--- config.mk ---
export PLATFORM = sky130hd
export DESIGN_NAME = region_descriptor_splitter
export DESIGN_NICKNAME = d
export VERILOG_FILES = /design/src/rds_pkg.sv /design/src/rds_name_match.sv /design/src/rds_scanner.sv /design/src/region_descriptor_splitter.sv
export SDC_FILE = /design/constraint.sdc
export NUM_CORES = 1
export LEC_CHECK = 0
export ABC_AREA = 0
export BUFFER_PORTS_ARGS = -buffer_cell sky130_fd_sc_hd__buf_2
export CAP_MARGIN = 20
export CORE_MARGIN = 1
export CORE_UTILIZATION = 45
export DETAILED_ROUTE_END_ITERATION = 10
export SLEW_MARGIN = 0
export SYNTH_ARGS = -nofsm -noshare
export SYNTH_HDL_FRONTEND = slang
export SYNTH_SLANG_ARGS = --single-unit
--- constraint.sdc ---
create_clock -name clk -period 3.5 [get_ports clk]
set_clock_uncertainty 0.2 [all_clocks]
set_input_delay 0.7 -clock clk [delete_from_list [all_inputs] [get_ports clk]]
set_output_delay 0.7 -clock clk [all_outputs]
set_load 0.05 [all_outputs]
--- src/rds_pkg.sv ---
package rds_pkg;

    localparam int MAX_REGIONS = 16;
    localparam int LINE_LENGTH = 1024;
    localparam int SHAPE_COUNT = 9;
    localparam int NAME_MAX    = 8;

    localparam int POS_W  = $clog2(LINE_LENGTH + 1);
    localparam int CNT_W  = $clog2(MAX_REGIONS + 1);
    localparam int KPOS_W = $clog2(NAME_MAX);

    typedef enum logic [2:0] {
        ST_OK,
        ST_UNKNOWN,
        ST_AMBIGUOUS,
        ST_MISSING,
        ST_SEPARATION
    } status_t;

    typedef enum logic [1:0] {
        CONN_NONE,
        CONN_AND,
        CONN_OR
    } conn_t;

    localparam logic [7:0] CH_SPACE = 8'h20;
    localparam logic [7:0] CH_MINUS = 8'h2D;
    localparam logic [7:0] CH_BANG  = 8'h21;
    localparam logic [7:0] CH_AMP   = 8'h26;
    localparam logic [7:0] CH_BAR   = 8'h7C;
    localparam logic [7:0] CH_SEMI  = 8'h3B;

    typedef logic [SHAPE_COUNT-1:0] shape_mask_t;
    typedef logic [NAME_MAX*8-1:0]  name_t;

    // names are left aligned, first letter in the top byte, padded with nul
    localparam name_t SHAPE_NAMES [SHAPE_COUNT] = '{
        {"ANNULUS", 8'h00},
        {"ARROW",   24'h0},
        {"BOX",     40'h0},
        {"CIRCLE",  16'h0},
        {"ELLIPSE", 8'h00},
        {"PIE",     40'h0},
        {"POINT",   24'h0},
        {"POLYGON", 8'h00},
        {"TEXT",    32'h0}
    };

    typedef struct packed {
        logic       none;
        logic       many;
        logic [3:0] shape;
    } close_info_t;

    typedef struct packed {
        logic             kind;
        logic [3:0]       region_index;
        logic [3:0]       region_type;
        logic             exclude_flag;
        logic             negate_flag;
        conn_t            connector;
        logic [POS_W-1:0] param_start;
        status_t          status;
        logic [3:0]       region_count;
    } rds_result_t;

endpackage

--- src/rds_name_match.sv ---
module rds_name_match
(
    input  logic [7:0]            ch,
    input  logic [3:0]            name_len,
    input  rds_pkg::shape_mask_t  mask_in,
    output rds_pkg::shape_mask_t  mask_out,
    output rds_pkg::close_info_t  close_info
);

    logic [7:0]                 c_up;
    logic [rds_pkg::KPOS_W-1:0] kpos;
    logic                       in_range;

    assign c_up     = (ch >= 8'h61 && ch <= 8'h7A) ? (ch - 8'd32) : ch;
    assign kpos     = name_len[rds_pkg::KPOS_W-1:0];
    assign in_range = ({1'b0, name_len} < 5'(rds_pkg::NAME_MAX));

    always_comb
    begin
        logic [7:0] sel;
        for (int s = 0; s < rds_pkg::SHAPE_COUNT; s++)
        begin
            sel = rds_pkg::SHAPE_NAMES[s][(rds_pkg::NAME_MAX - 1 - int'(kpos)) * 8 +: 8];
            mask_out[s] = mask_in[s] && in_range && (sel != 8'h00) && (sel == c_up);
        end
    end

    // lowest surviving candidate wins when exactly one is left
    always_comb
    begin
        close_info.none  = (mask_in == '0);
        close_info.many  = ((mask_in & (mask_in - 1'b1)) != '0);
        close_info.shape = '0;
        for (int s = rds_pkg::SHAPE_COUNT - 1; s >= 0; s--)
        begin
            if (mask_in[s])
            begin
                close_info.shape = 4'(s);
            end
        end
    end

endmodule

--- src/rds_scanner.sv ---
module rds_scanner
(
    input  logic                 clk,
    input  logic                 rst_n,
    input  logic                 step,
    input  logic [7:0]           ch,
    input  logic                 end_of_line,
    output logic                 res_valid,
    output rds_pkg::rds_result_t res
);

    typedef enum logic [1:0] {
        PH_FRESH,
        PH_MUST,
        PH_NAME,
        PH_FOUND
    } phase_t;

    phase_t                     phase_reg,   phase_next;
    rds_pkg::shape_mask_t       mask_reg,    mask_next;
    logic [3:0]                 len_reg,     len_next;
    logic [rds_pkg::POS_W-1:0]  pos_reg,     pos_next;
    logic [rds_pkg::CNT_W-1:0]  regions_reg, regions_next;
    logic                       excl_reg,    excl_next;
    logic                       neg_reg,     neg_next;
    rds_pkg::conn_t             conn_reg,    conn_next;
    rds_pkg::status_t           err_reg,     err_next;

    rds_pkg::shape_mask_t       match_mask_in;
    rds_pkg::shape_mask_t       match_mask_out;
    logic [3:0]                 match_len;
    rds_pkg::close_info_t       close_info;
    logic [rds_pkg::POS_W-1:0]  pos_inc;
    logic [rds_pkg::CNT_W-1:0]  regions_inc;

    // a fresh name starts from every shape at letter zero
    assign match_mask_in = (phase_reg == PH_NAME) ? mask_reg : '1;
    assign match_len     = (phase_reg == PH_NAME) ? len_reg : 4'd0;

    rds_name_match u_match
    (
        .ch         (ch),
        .name_len   (match_len),
        .mask_in    (match_mask_in),
        .mask_out   (match_mask_out),
        .close_info (close_info)
    );

    assign pos_inc     = (pos_reg < rds_pkg::POS_W'(rds_pkg::LINE_LENGTH))
                         ? (pos_reg + 1'b1) : pos_reg;
    assign regions_inc = regions_reg + 1'b1;

    always_comb
    begin
        rds_pkg::status_t st;
        phase_next   = phase_reg;
        mask_next    = mask_reg;
        len_next     = len_reg;
        pos_next     = pos_reg;
        regions_next = regions_reg;
        excl_next    = excl_reg;
        neg_next     = neg_reg;
        conn_next    = conn_reg;
        err_next     = err_reg;
        res_valid    = 1'b0;
        res          = '0;
        st           = err_reg;

        if (end_of_line)
        begin
            if (err_reg == rds_pkg::ST_OK)
            begin
                if (phase_reg == PH_MUST)
                begin
                    st = rds_pkg::ST_SEPARATION;
                end
                else if (phase_reg == PH_NAME)
                begin
                    st = rds_pkg::ST_MISSING;
                end
            end
            res_valid        = 1'b1;
            res.kind         = 1'b1;
            res.status       = st;
            res.region_count = (st == rds_pkg::ST_OK) ? 4'(regions_reg) : 4'd0;
            // verdict closes the line, everything back to its reset value
            phase_next   = PH_FRESH;
            mask_next    = '1;
            len_next     = '0;
            pos_next     = '0;
            regions_next = '0;
            excl_next    = 1'b0;
            neg_next     = 1'b0;
            conn_next    = rds_pkg::CONN_NONE;
            err_next     = rds_pkg::ST_OK;
        end
        else
        begin
            pos_next = pos_inc;
            if (err_reg == rds_pkg::ST_OK)
            begin
                case (phase_reg)
                    PH_FRESH, PH_MUST:
                    begin
                        if (ch == rds_pkg::CH_MINUS)
                        begin
                            excl_next  = 1'b1;
                            phase_next = PH_MUST;
                        end
                        else if (ch == rds_pkg::CH_BANG)
                        begin
                            neg_next   = 1'b1;
                            phase_next = PH_MUST;
                        end
                        else if (ch != rds_pkg::CH_SPACE)
                        begin
                            mask_next  = match_mask_out;
                            len_next   = 4'd1;
                            phase_next = PH_NAME;
                        end
                    end
                    PH_NAME:
                    begin
                        if (ch == rds_pkg::CH_SPACE)
                        begin
                            if (close_info.none)
                            begin
                                err_next = rds_pkg::ST_UNKNOWN;
                            end
                            else if (close_info.many)
                            begin
                                err_next = rds_pkg::ST_AMBIGUOUS;
                            end
                            else
                            begin
                                res_valid        = 1'b1;
                                res.region_index = 4'(regions_reg);
                                res.region_type  = close_info.shape;
                                res.exclude_flag = excl_reg;
                                res.negate_flag  = neg_reg;
                                res.connector    = conn_reg;
                                res.param_start  = pos_inc;
                                regions_next     = regions_inc;
                                excl_next        = 1'b0;
                                neg_next         = 1'b0;
                                conn_next        = rds_pkg::CONN_NONE;
                                phase_next       = PH_FOUND;
                                if (regions_inc >= rds_pkg::CNT_W'(rds_pkg::MAX_REGIONS))
                                begin
                                    err_next = rds_pkg::ST_SEPARATION;
                                end
                            end
                        end
                        else
                        begin
                            mask_next = match_mask_out;
                            len_next  = (len_reg < 4'd15) ? (len_reg + 1'b1) : len_reg;
                        end
                    end
                    PH_FOUND:
                    begin
                        if (ch == rds_pkg::CH_AMP)
                        begin
                            conn_next  = rds_pkg::CONN_AND;
                            phase_next = PH_MUST;
                        end
                        else if (ch == rds_pkg::CH_BAR)
                        begin
                            conn_next  = rds_pkg::CONN_OR;
                            phase_next = PH_MUST;
                        end
                        else if (ch == rds_pkg::CH_SEMI)
                        begin
                            phase_next = PH_FRESH;
                        end
                    end
                    default:
                    begin
                        phase_next = PH_FRESH;
                    end
                endcase
            end
        end
    end

    always_ff @(posedge clk or negedge rst_n)
    begin
        if (!rst_n)
        begin
            phase_reg   <= PH_FRESH;
            mask_reg    <= '1;
            len_reg     <= '0;
            pos_reg     <= '0;
            regions_reg <= '0;
            excl_reg    <= 1'b0;
            neg_reg     <= 1'b0;
            conn_reg    <= rds_pkg::CONN_NONE;
            err_reg     <= rds_pkg::ST_OK;
        end
        else if (step)
        begin
            phase_reg   <= phase_next;
            mask_reg    <= mask_next;
            len_reg     <= len_next;
            pos_reg     <= pos_next;
            regions_reg <= regions_next;
            excl_reg    <= excl_next;
            neg_reg     <= neg_next;
            conn_reg    <= conn_next;
            err_reg     <= err_next;
        end
    end

    a_found_has_region: assert property (@(posedge clk) disable iff (!rst_n)
        phase_reg == PH_FOUND |-> regions_reg != '0)
        else $error("region found phase with no region counted");

    a_region_limit: assert property (@(posedge clk) disable iff (!rst_n)
        err_reg == rds_pkg::ST_OK |-> regions_reg < rds_pkg::CNT_W'(rds_pkg::MAX_REGIONS))
        else $error("region count reached the limit without an error");

    a_error_silent: assert property (@(posedge clk) disable iff (!rst_n)
        step && !end_of_line && err_reg != rds_pkg::ST_OK |-> !res_valid)
        else $error("record produced after an error latched");

    a_verdict_clears: assert property (@(posedge clk) disable iff (!rst_n)
        step && end_of_line |=> phase_reg == PH_FRESH && regions_reg == '0
                                && pos_reg == '0 && err_reg == rds_pkg::ST_OK)
        else $error("line state not cleared after verdict");

endmodule

--- src/region_descriptor_splitter.sv ---
// region descriptor splitter
// input channel (in_valid/in_ready): one beat per character of a cleaned line
// whose separators are already spaces, followed by one beat with end_of_line
// set; ch is ignored on that beat.
// output channel (out_valid/out_ready): a region record (kind 0) at the space
// that closes a valid shape name, and one verdict beat (kind 1) per line with
// status and region_count. most characters produce no beat at all.
// path: an accepted beat lands in the input register and is scanned from there;
// its result goes through the output register to the output ports.
// throughput: one beat per cycle while no result waits on a stalled output;
// the scan is one pass of short logic between the input register and the output
// register, and line state feeds back in that same cycle.
// stalls: while out_ready is low a waiting result holds; the input register
// still takes one beat, a beat that produces nothing moves on regardless, and
// a beat with a result waits there, which drops in_ready.
// reset: scanner returns to a fresh seek with no regions, no pending flags
// and no error; both registers empty. the verdict beat restores the same
// state for the next line.
module region_descriptor_splitter
(
    input  logic                      clk,
    input  logic                      rst_n,
    input  logic                      in_valid,
    output logic                      in_ready,
    input  logic [7:0]                ch,
    input  logic                      end_of_line,
    output logic                      out_valid,
    input  logic                      out_ready,
    output logic                      kind,
    output logic [3:0]                region_index,
    output logic [3:0]                region_type,
    output logic                      exclude_flag,
    output logic                      negate_flag,
    output logic [1:0]                connector,
    output logic [rds_pkg::POS_W-1:0] param_start,
    output logic [2:0]                status,
    output logic [3:0]                region_count
);

    logic                 stage_valid_reg, stage_valid_next;
    logic [7:0]           ch_reg;
    logic                 eol_reg;
    logic                 out_valid_reg,   out_valid_next;
    rds_pkg::rds_result_t res_reg;

    logic                 res_valid;
    rds_pkg::rds_result_t res;
    logic                 stage_fire;
    logic                 in_take;

    // a beat with no result may pass even while the output waits
    assign stage_fire = stage_valid_reg && (!res_valid || !out_valid_reg || out_ready);
    assign in_ready   = !stage_valid_reg || stage_fire;
    assign in_take    = in_valid && in_ready;

    rds_scanner u_scanner
    (
        .clk         (clk),
        .rst_n       (rst_n),
        .step        (stage_fire),
        .ch          (ch_reg),
        .end_of_line (eol_reg),
        .res_valid   (res_valid),
        .res         (res)
    );

    always_comb
    begin
        stage_valid_next = in_take ? 1'b1 : (stage_fire ? 1'b0 : stage_valid_reg);
        if (stage_fire && res_valid)
        begin
            out_valid_next = 1'b1;
        end
        else if (out_ready)
        begin
            out_valid_next = 1'b0;
        end
        else
        begin
            out_valid_next = out_valid_reg;
        end
    end

    always_ff @(posedge clk or negedge rst_n)
    begin
        if (!rst_n)
        begin
            stage_valid_reg <= 1'b0;
            out_valid_reg   <= 1'b0;
        end
        else
        begin
            stage_valid_reg <= stage_valid_next;
            out_valid_reg   <= out_valid_next;
        end
    end

    always_ff @(posedge clk)
    begin
        if (in_take)
        begin
            ch_reg  <= ch;
            eol_reg <= end_of_line;
        end
        if (stage_fire && res_valid)
        begin
            res_reg <= res;
        end
    end

    assign out_valid    = out_valid_reg;
    assign kind         = res_reg.kind;
    assign region_index = res_reg.region_index;
    assign region_type  = res_reg.region_type;
    assign exclude_flag = res_reg.exclude_flag;
    assign negate_flag  = res_reg.negate_flag;
    assign connector    = res_reg.connector;
    assign param_start  = res_reg.param_start;
    assign status       = res_reg.status;
    assign region_count = res_reg.region_count;

endmodule

==> impl_metrics.json, run 1 <==
{
  "cp_common_cell": "nor2_1",
  "maxCapViolCount": 0,
  "crit_slowest_cell": "dfstp_2",
  "power.leakage_nw": 2.38,
  "hold_viol": 0,
  "synth_top_family_by_area": "simple AND/OR/NAND/NOR gates",
  "required_ps": 2600,
  "async_flop_share_pct": 50.0,
  "vdd_drop_max_mv": 0.323,
  "slew_violations": 0,
  "tns_ps": 0,
  "syn_to_final_growth_pct": 15.5,
  "hpwlAfterDp_mm": 9.58,
  "grt_max_degree": 41,
  "startpoint_type": "flop",
  "utilization_pct": 54.4,
  "syn_nets": 608,
  "die_area_um2": 12000,
  "grt_pass1_wl_mm": 21.8,
  "crit_family": "simple AND/OR/NAND/NOR gates",
  "fin_ws_ps": 63.0,
  "power_density_nw_per_um2": 501,
  "n_antenna_cell": 0,
  "drive_gt1_share_pct": 18.9,
  "synth_xor_area_share_pct": 4.53,
  "grt-ovfl-total": 0,
  "clk_pin_slew_ps": 60,
  "syn_area_um2": 5220,
  "ys_types": 74,
  "critPathKind": "flop to output pin",
  "fin_crit_ps": 3440,
  "synth_simple_gate_area_share_pct": 23.3,
  "cts_tree": "yes",
  "worst_path_largest_cell_delay_ps": 400,
  "finalCritPeriodShare_pct": 98.2,
  "drt_iter0_drc": 302,
  "dieWidth_um": 110,
  "antenna_found_initial": 0,
  "pin_count": 46,
  "drc": 0,
  "synth_mux_area_share_pct": 0.407,
  "yosysMostFrequentCell": "nand2_1",
  "synth_adder_area_share_pct": 3.83,
  "grt_pass1_vias": 4128,
  "post-place-ws_ps": 230,
  "synth_top_area_share_pct": 23.0,
  "core_um2": 11100,
  "cp_cell_sequence": "or3_1 > a2111oi_1 > nor2_1 > nor4_4 > o21ai_1 > nor2_1 > inv_1 > buf_4",
  "rows": 38,
  "setup_viol": 0,
  "ys.flop_type": "edfxtp_1",
  "hold_class": "primary input to async pin",
  "synth_seq_area_share_pct": 42.4,
  "gp_congestion": 0.921,
  "cp-end-kind": "output pin",
  "firstDrtPassIters": 5,
  "io_buffer_count": 45,
  "htreeDepth": 3,
  "synth_top_area_cell": "edfxtp_1",
  "crit-reg2reg-capture": "region_type[3]$_SDFFCE_PP0P_",
  "synth_warnings": 0,
  "vias": 4693,
  "synth_compound_area_share_pct": 20.5,
  "path_buf_inv": 2,
  "start_util_pct": 47.1,
  "antenna_left": 0,
  "layout.nets": 653,
  "r2r_setup_slack_ps": 340,
  "finalWirelength_mm": 13.5,
  "synth_seq_cells": 80,
  "rr_worst_depth": 8,
  "netlist_instances": 579,
  "holdWs_ps": 310,
  "wl_per_cell_um": 17.6,
  "fill_cells": 1007,
  "status": "complete, no violations",
  "fmax_mhz": 291,
  "numCtsBuffers": 9,
  "clock_tree.root_cell": "clkbuf_16",
  "synth_top_cells_by_count": "nand2_1, nor2_1, o21ai_0, edfxtp_1, a21oi_1",
  "cp.arrival_ps": 2540,
  "clockBufferDepth": 2,
  "cts.sinks": 80,
  "synth.area.top_cells": "edfxtp_1, dfrtp_1, dfstp_2, o21ai_0, ha_1",
  "worst_slew_pin_slew_ps": 949,
  "rr_startpoint": "u_scanner.mask_reg[3]$_DFFE_PN1P_",
  "synth_edf_count": 40,
  "relSlewSlack_pct": 36.8,
  "postSynthAreaPerCell_um2": 9.02,
  "die_h_um": 110,
  "clkLatencyLatePin_ps": 330,
  "path_max_fanout": 8,
  "viasPerCell": 6.10,
  "grt_usage_pct": 23.7
}
## cells by family (layout without fill, tap and decap cells)
logic type	count (synthesis)	count (layout)
simple gates	229	229
compound gates	162	162
flops	80	80
buf+inv	63	113
xor+xnor	27	27
fa+ha+maj	16	16
mux	2	2
## worst max path at each step
stage / slack [ps] / cells past startpoint / endpoint / start
2_1_floorplan: 310 / 7 / connector[0]$_SDFFCE_PP0P_ / u_scanner.mask_reg[5]$_DFFE_PN1P_
3_3_place_gp: 300 / 9 / in_ready / ch_reg[6]$_DFFE_PP_
3_5_place_dp: 230 / 9 / in_ready / ch_reg[6]$_DFFE_PP_
4_1_cts: 30 / 9 / in_ready / u_scanner.phase_reg[0]$_DFFE_PN0P_
5_1_grt: -100 / 8 / in_ready / u_scanner.mask_reg[3]$_DFFE_PN1P_
6_report: 60 / 8 / in_ready / u_scanner.mask_reg[3]$_DFFE_PN1P_
## through the flow
| step | instance area (µm²) | std cells | power (mW) |
|---|---|---|---|
| after global routing | 6030 | 769 | 3.16 |
| final | 6030 | 769 | 3.02 |
| after detailed placement | 5640 | 748 | 2.01 |
| after floorplan | 5220 | 579 | 1.79 |
| after CTS | 5980 | 766 | 3.01 |
| after global placement | 5640 | 748 | 2.00 |
## where the power goes
group	internal [mW]	switching [mW]	total, mW
registers	1.11	0.119	1.23
logic	0.290	0.505	0.795
clock network	0.604	0.394	0.998
total	2.00	1.02	3.02
## timing repair
item / 4_1_cts / 5_1_grt
setup buffers: 2 / 3
gates resized for setup: 2 / 7
pin swaps: 2 / 3
setup endpoints to repair: 1 / 1
hold buffers: 0 / 0
## final cells by class
cell class	count	area [µm²]	share of cell area [%]
flip-flops and latches	80	2210	36.7
clock inverters	6	70.1	1.16
repair buffers	77	468	7.76
inverters	20	75.1	1.24
multi-input cells	436	2780	46.1
clock buffers	10	250	4.15
well taps	140	175	2.90
## worst register-to-register path, stage by stage (launching register included)
cell	delay, ps
dfstp_2	400
or3_1	390
a2111oi_1	390
nor2_1	170
buf_4	180
nor4_2	260
buf_4	240
nand2_1	360
nor3_1	390
## metal layers
metal	share of wire [%]	up-vias	GRT usage, %	wire length, µm
li1	-	2245	-	-
met1	48	2263	35.8	6540
met2	44	171	34.7	5990
met3	5.9	14	3.85	802
met4	1.3	0	6.76	182
met5	0	-	0	0
## layout by cell type, fill, tap and decap left out, drive strengths merged, types with 6 or more instances in the layout
master,netlist,final
and3,15,15
and2,10,10
o21ai,46,46
nand2,53,53
clkbuf,34,10
buf,9,77
a21oi,39,39
ha,16,16
nand4,8,8
or2,6,6
o211ai,6,6
edfxtp,40,40
nor4,12,12
nand3,14,14
dfstp,9,9
nand2b,7,7
dfrtp,31,31
inv,19,22
nor2b,7,7
o41ai,6,6
xnor2,14,14
nor2,47,47
a31oi,6,6
xor2,13,13
nor3,22,22
(Power assumes the default switching activity.)
==> run 2, diff against run 1 <==
--- a/config.mk
+++ b/config.mk
@@ -9,8 +9,10 @@
 export BUFFER_PORTS_ARGS = -buffer_cell sky130_fd_sc_hd__buf_2
 export CAP_MARGIN = 20
 export CORE_MARGIN = 1
-export CORE_UTILIZATION = 45
+export CORE_UTILIZATION = 60
+export CTS_CLUSTER_SIZE = 20
 export DETAILED_ROUTE_END_ITERATION = 10
+export PLACE_DENSITY = 0.8
 export SLEW_MARGIN = 0
 export SYNTH_ARGS = -nofsm -noshare
 export SYNTH_HDL_FRONTEND = slang
==> run 2 against run 1 <==
  * Flip-flop and latch count stayed put
  * Register-to-register slack hardly changed
  * Power is 8.4% lower
  * Combinational power is 1% lower
  * Critical endpoint unchanged
  * Largest cell class unchanged
  * Largest power group unchanged
  * Highest routed layer unchanged
==> impl_metrics.json, run 2 (synthesis results as in run 1) <==
{
  "grt_max_degree": 41,
  "antenna_found_initial": 0,
  "clock_tree.root_cell": "clkbuf_8",
  "viasPerCell": 6.53,
  "layout.nets": 651,
  "drc": 0,
  "clk_pin_slew_ps": 100,
  "finalCritPeriodShare_pct": 99.1,
  "htreeDepth": 3,
  "firstDrtPassIters": 7,
  "post-place-ws_ps": 223,
  "path_max_fanout": 7,
  "required_ps": 2600,
  "antenna_left": 0,
  "rr_worst_depth": 10,
  "wl_per_cell_um": 18.8,
  "die_area_um2": 9080,
  "drive_gt1_share_pct": 19.0,
  "hold_class": "primary input to async pin",
  "power_density_nw_per_um2": 473,
  "utilization_pct": 70.6,
  "die_h_um": 95.3,
  "vias": 4781,
  "grt_pass1_wl_mm": 22.1,
  "fin_crit_ps": 3470,
  "dieWidth_um": 95.3,
  "finalWirelength_mm": 13.7,
  "hpwlAfterDp_mm": 9.52,
  "clkLatencyLatePin_ps": 360,
  "setup_viol": 0,
  "start_util_pct": 62.9,
  "cts.sinks": 80,
  "hold_viol": 0,
  "mostFrequentLayoutCell": "nand2_1",
  "fin_ws_ps": 31.5,
  "cp-end-kind": "output pin",
  "fmax_mhz": 288,
  "crit-reg2reg-capture": "u_scanner.pos_reg[2]$_DFFE_PN0N_",
  "worst_slew_pin_slew_ps": 983,
  "final_cell_mix": "nand2_1, nor2_1, buf_2",
  "gp_congestion": 0.954,
  "rsz0062_at_grt": "true",
  "multi_input_area_um2": 2770,
  "core_um2": 8300,
  "cp.arrival_ps": 2570,
  "numCtsBuffers": 9,
  "rr_startpoint": "u_scanner.mask_reg[6]$_DFFE_PN1P_",
  "n_antenna_cell": 0,
  "vdd_drop_max_mv": 0.275,
  "maxCapViolCount": 0,
  "critPathKind": "flop to output pin",
  "cts_tree": "yes",
  "rows": 33,
  "relSlewSlack_pct": 34.5,
  "grt_pass1_vias": 4382,
  "syn_to_final_growth_pct": 12.1,
  "pin_count": 46,
  "status": "complete, no violations",
  "seq_area_um2": 2210,
  "power.leakage_nw": 2.31,
  "grt_usage_pct": 31.8,
  "fill_cells": 639,
  "io_buffer_count": 45,
  "slew_violations": 0,
  "startpoint_type": "flop",
  "drt_iter0_drc": 484,
  "clockBufferDepth": 2,
  "r2r_setup_slack_ps": 330,
  "postCtsHoldBufs": 0,
  "totalPowerFinal_mw": 2.77,
  "grt-ovfl-total": 0
}
==> run 2: power breakdown <==
group | internal [mW] | switching [mW]
clock | 0.346 | 0.398
combinational | 0.284 | 0.502
sequential | 1.11 | 0.131
total | 1.74 | 1.03
==> run 2: worst max path at each step <==
| stage | start | to | slack (ps) | cells after the start |
|---|---|---|---|---|
| 3_5_place_dp | ch_reg[6]$_DFFE_PP_ | in_ready | 220 | 9 |
| 6_report | u_scanner.mask_reg[5]$_DFFE_PN1P_ | in_ready | 30 | 8 |
| 5_1_grt | u_scanner.mask_reg[5]$_DFFE_PN1P_ | in_ready | -60 | 8 |
| 3_3_place_gp | u_scanner.mask_reg[5]$_DFFE_PN1P_ | in_ready | 320 | 8 |
| 4_1_cts | u_scanner.mask_reg[3]$_DFFE_PN1P_ | in_ready | 20 | 8 |
| 2_1_floorplan | u_scanner.mask_reg[5]$_DFFE_PN1P_ | connector[0]$_SDFFCE_PP0P_ | 310 | 7 |
==> run 2: worst max-delay path, cell delays in order (launching register included) <==
cell and delay, ps:
dfstp_2 420, or4_4 550, o32ai_2 230, nand2_2 130, nor4_4 360, o21ai_1 100
nor2_1 190, inv_1 80, buf_6 150
==> run 2: layout make-up <==
| class | instances | share of cell area [%] |
|---|---|---|
| clock buffers | 9 | 2.12 |
| clock inverters | 7 | 1.47 |
| inverters | 20 | 1.28 |
| multi-input cells | 436 | 47.3 |
| flip-flops and latches | 80 | 37.8 |
| well taps | 105 | 2.24 |
| repair buffers | 75 | 7.80 |
==> run 2: routing by layer <==
metal	track usage [%]	routed length [µm]	vias to the layer above
li1	-	-	2222
met4	9.85	182	0
met1	47.0	6060	2265
met5	0	0	-
met2	47.2	6140	271
met3	5.66	1350	23
==> run 2: metrics by stage <==
step / instance area [µm²] / hold WS (ps) / instances / TNS (ps)
global placement: 5570 / 281 / 710 / 0
floorplan: 5220 / 204 / 579 / 0
finish: 5860 / 290 / 732 / 0
CTS: 5800 / 304 / 727 / 0
detailed placement: 5570 / 290 / 710 / 0
global route: 5860 / 304 / 732 / -57.9
==> run 2: timing repair <==
item	in CTS	in global routing
setup endpoints to repair	1	1
hold endpoints to repair	0	0
pin swaps	1	3
setup buffers	1	5
gates resized for setup	3	7
==> run 3, diff against run 2 <==
--- a/config.mk
+++ b/config.mk
@@ -8,6 +8,7 @@
 export ABC_AREA = 0
 export BUFFER_PORTS_ARGS = -buffer_cell sky130_fd_sc_hd__buf_2
 export CAP_MARGIN = 20
+export CORE_ASPECT_RATIO = 0.6
 export CORE_MARGIN = 1
 export CORE_UTILIZATION = 60
 export CTS_CLUSTER_SIZE = 20
==> run 3 against run 2 <==
  * Global-route usage is 1.2 points higher
  * Worst setup slack better by 32 ps
  * Combinational power increased by 2%
  * Cell count increased by 0.14%
  * Critical path type unchanged
==> impl_metrics.json, run 3 (synthesis results as in run 1) <==
{
  "crit_slowest_cell": "or4_4",
  "clockBufferDepth": 2,
  "cp_cell_sequence": "or4_4 > o32ai_4 > nand2_2 > nor4_4 > o21ai_2 > nor2_2 > inv_2 > buf_6",
  "numCtsBuffers": 9,
  "drive_gt1_share_pct": 18.7,
  "wl_per_cell_um": 19.3,
  "gp_congestion": 1.01,
  "die_area_um2": 9090,
  "cp.arrival_ps": 2540,
  "fin_crit_ps": 3440,
  "path_max_fanout": 6,
  "worst_path_largest_cell_delay_ps": 560,
  "required_ps": 2600,
  "postCtsHoldBufs": 0,
  "grt_usage_pct": 33.1,
  "critPathKind": "flop to output pin",
  "grt_pass1_wl_mm": 22.5,
  "fill_cells": 585,
  "drt_iter0_drc": 723,
  "n_antenna_cell": 0,
  "hpwlAfterDp_mm": 9.96,
  "drc": 0,
  "pin_count": 46,
  "seq_area_um2": 2210,
  "power.leakage_nw": 2.34,
  "relSlewSlack_pct": 32.8,
  "finalCritPeriodShare_pct": 98.2,
  "slew_violations": 0,
  "hold_viol": 0,
  "mostFrequentLayoutCell": "nand2_1",
  "clk_pin_slew_ps": 60,
  "syn_to_final_growth_pct": 14.0,
  "antenna_found_initial": 0,
  "vias": 4842,
  "status": "complete, no violations",
  "path_buf_inv": 2,
  "maxCapViolCount": 0,
  "dieWidth_um": 122,
  "antenna_left": 0,
  "clock_tree.root_cell": "clkbuf_16",
  "vdd_drop_max_mv": 0.334,
  "firstDrtPassIters": 6,
  "fmax_mhz": 291,
  "finalWirelength_mm": 14.1,
  "start_util_pct": 64.2,
  "grt_pass1_vias": 4321,
  "final_cell_mix": "nand2_1, nor2_1, buf_2",
  "cp-end-kind": "output pin",
  "power_density_nw_per_um2": 498,
  "clkLatencyLatePin_ps": 340,
  "crit_family": "simple AND/OR/NAND/NOR gates",
  "grt_max_degree": 41,
  "startpoint_type": "flop",
  "rows": 25,
  "utilization_pct": 73.2,
  "die_h_um": 74.3,
  "cts_tree": "yes",
  "setup_viol": 0,
  "htreeDepth": 3,
  "multi_input_area_um2": 2790,
  "io_buffer_count": 45,
  "rsz0062_at_grt": "true",
  "core_um2": 8130,
  "hold_class": "flop to flop",
  "worst_slew_pin_slew_ps": 1010,
  "totalPowerFinal_mw": 2.97,
  "cts.sinks": 80,
  "viasPerCell": 6.61,
  "grt-ovfl-total": 0,
  "layout.nets": 649
}
==> run 3: area by class of cell <==
class | instances | share of cell area [%]
tap | 108 | 2.27
timing repair buffer | 73 | 7.63
clock buffer | 10 | 3.85
inverter | 20 | 1.26
clock inverter | 6 | 0.988
sequential | 80 | 37.2
multi-input combinational | 436 | 46.8
==> run 3: what timing repair did <==
| item | 4_1_cts | 5_1_grt |
|---|---|---|
| buffers inserted | 1 | 3 |
| pin swaps | 2 | 2 |
| endpoints found under the setup margin | 1 | 1 |
| gates resized for setup | 3 | 11 |
==> run 3: final timing paths <==
kind,startpoint,end,slack (ps),cells after the start
max reg2reg,u_scanner.mask_reg[6]$_DFFE_PN1P_,u_scanner.pos_reg[10]$_DFFE_PN0N_,320,7
min,u_scanner.excl_reg$_DFFE_PN0P_,u_scanner.excl_reg$_DFFE_PN0P_,290,1
min reg2reg,u_scanner.excl_reg$_DFFE_PN0P_,u_scanner.excl_reg$_DFFE_PN0P_,290,1
max in group asynchronous,rst_n,stage_valid_reg$_DFFE_PN0P_,2140,1
min in group asynchronous,rst_n,u_scanner.pos_reg[8]$_DFFE_PN0N_,320,1
max,u_scanner.mask_reg[5]$_DFFE_PN1P_,in_ready,60,8
==> run 3: per-stage QoR <==
stage	hold slack, ps	instances	area, µm²	setup WS, ps	TNS [ps]
finish	289	733	5950	63.4	0
global route	332	733	5950	-16.2	-16.2
CTS	293	729	5890	7.56	0
detailed placement	280	712	5580	302	0
global placement	277	712	5580	368	0
floorplan	204	579	5220	308	0
==> run 3: per-layer routing <==
metal	global-route usage, %	vias up	share of wire (%)
met3	12.0	19	14
li1	-	2230	-
met5	0	-	0
met2	44.9	329	39
met4	7.05	0	0.99
met1	49.9	2264	47
==> run 3: where the power goes <==
group / total [mW] / internal (mW) / leakage [nW] / switching, mW
combinational: 0.799 / 0.286 / 1.30 / 0.513
sequential: 1.24 / 1.11 / 0.895 / 0.135
clock: 0.923 / 0.549 / 0.138 / 0.374
total: 2.97 / 1.94 / 2.34 / 1.02
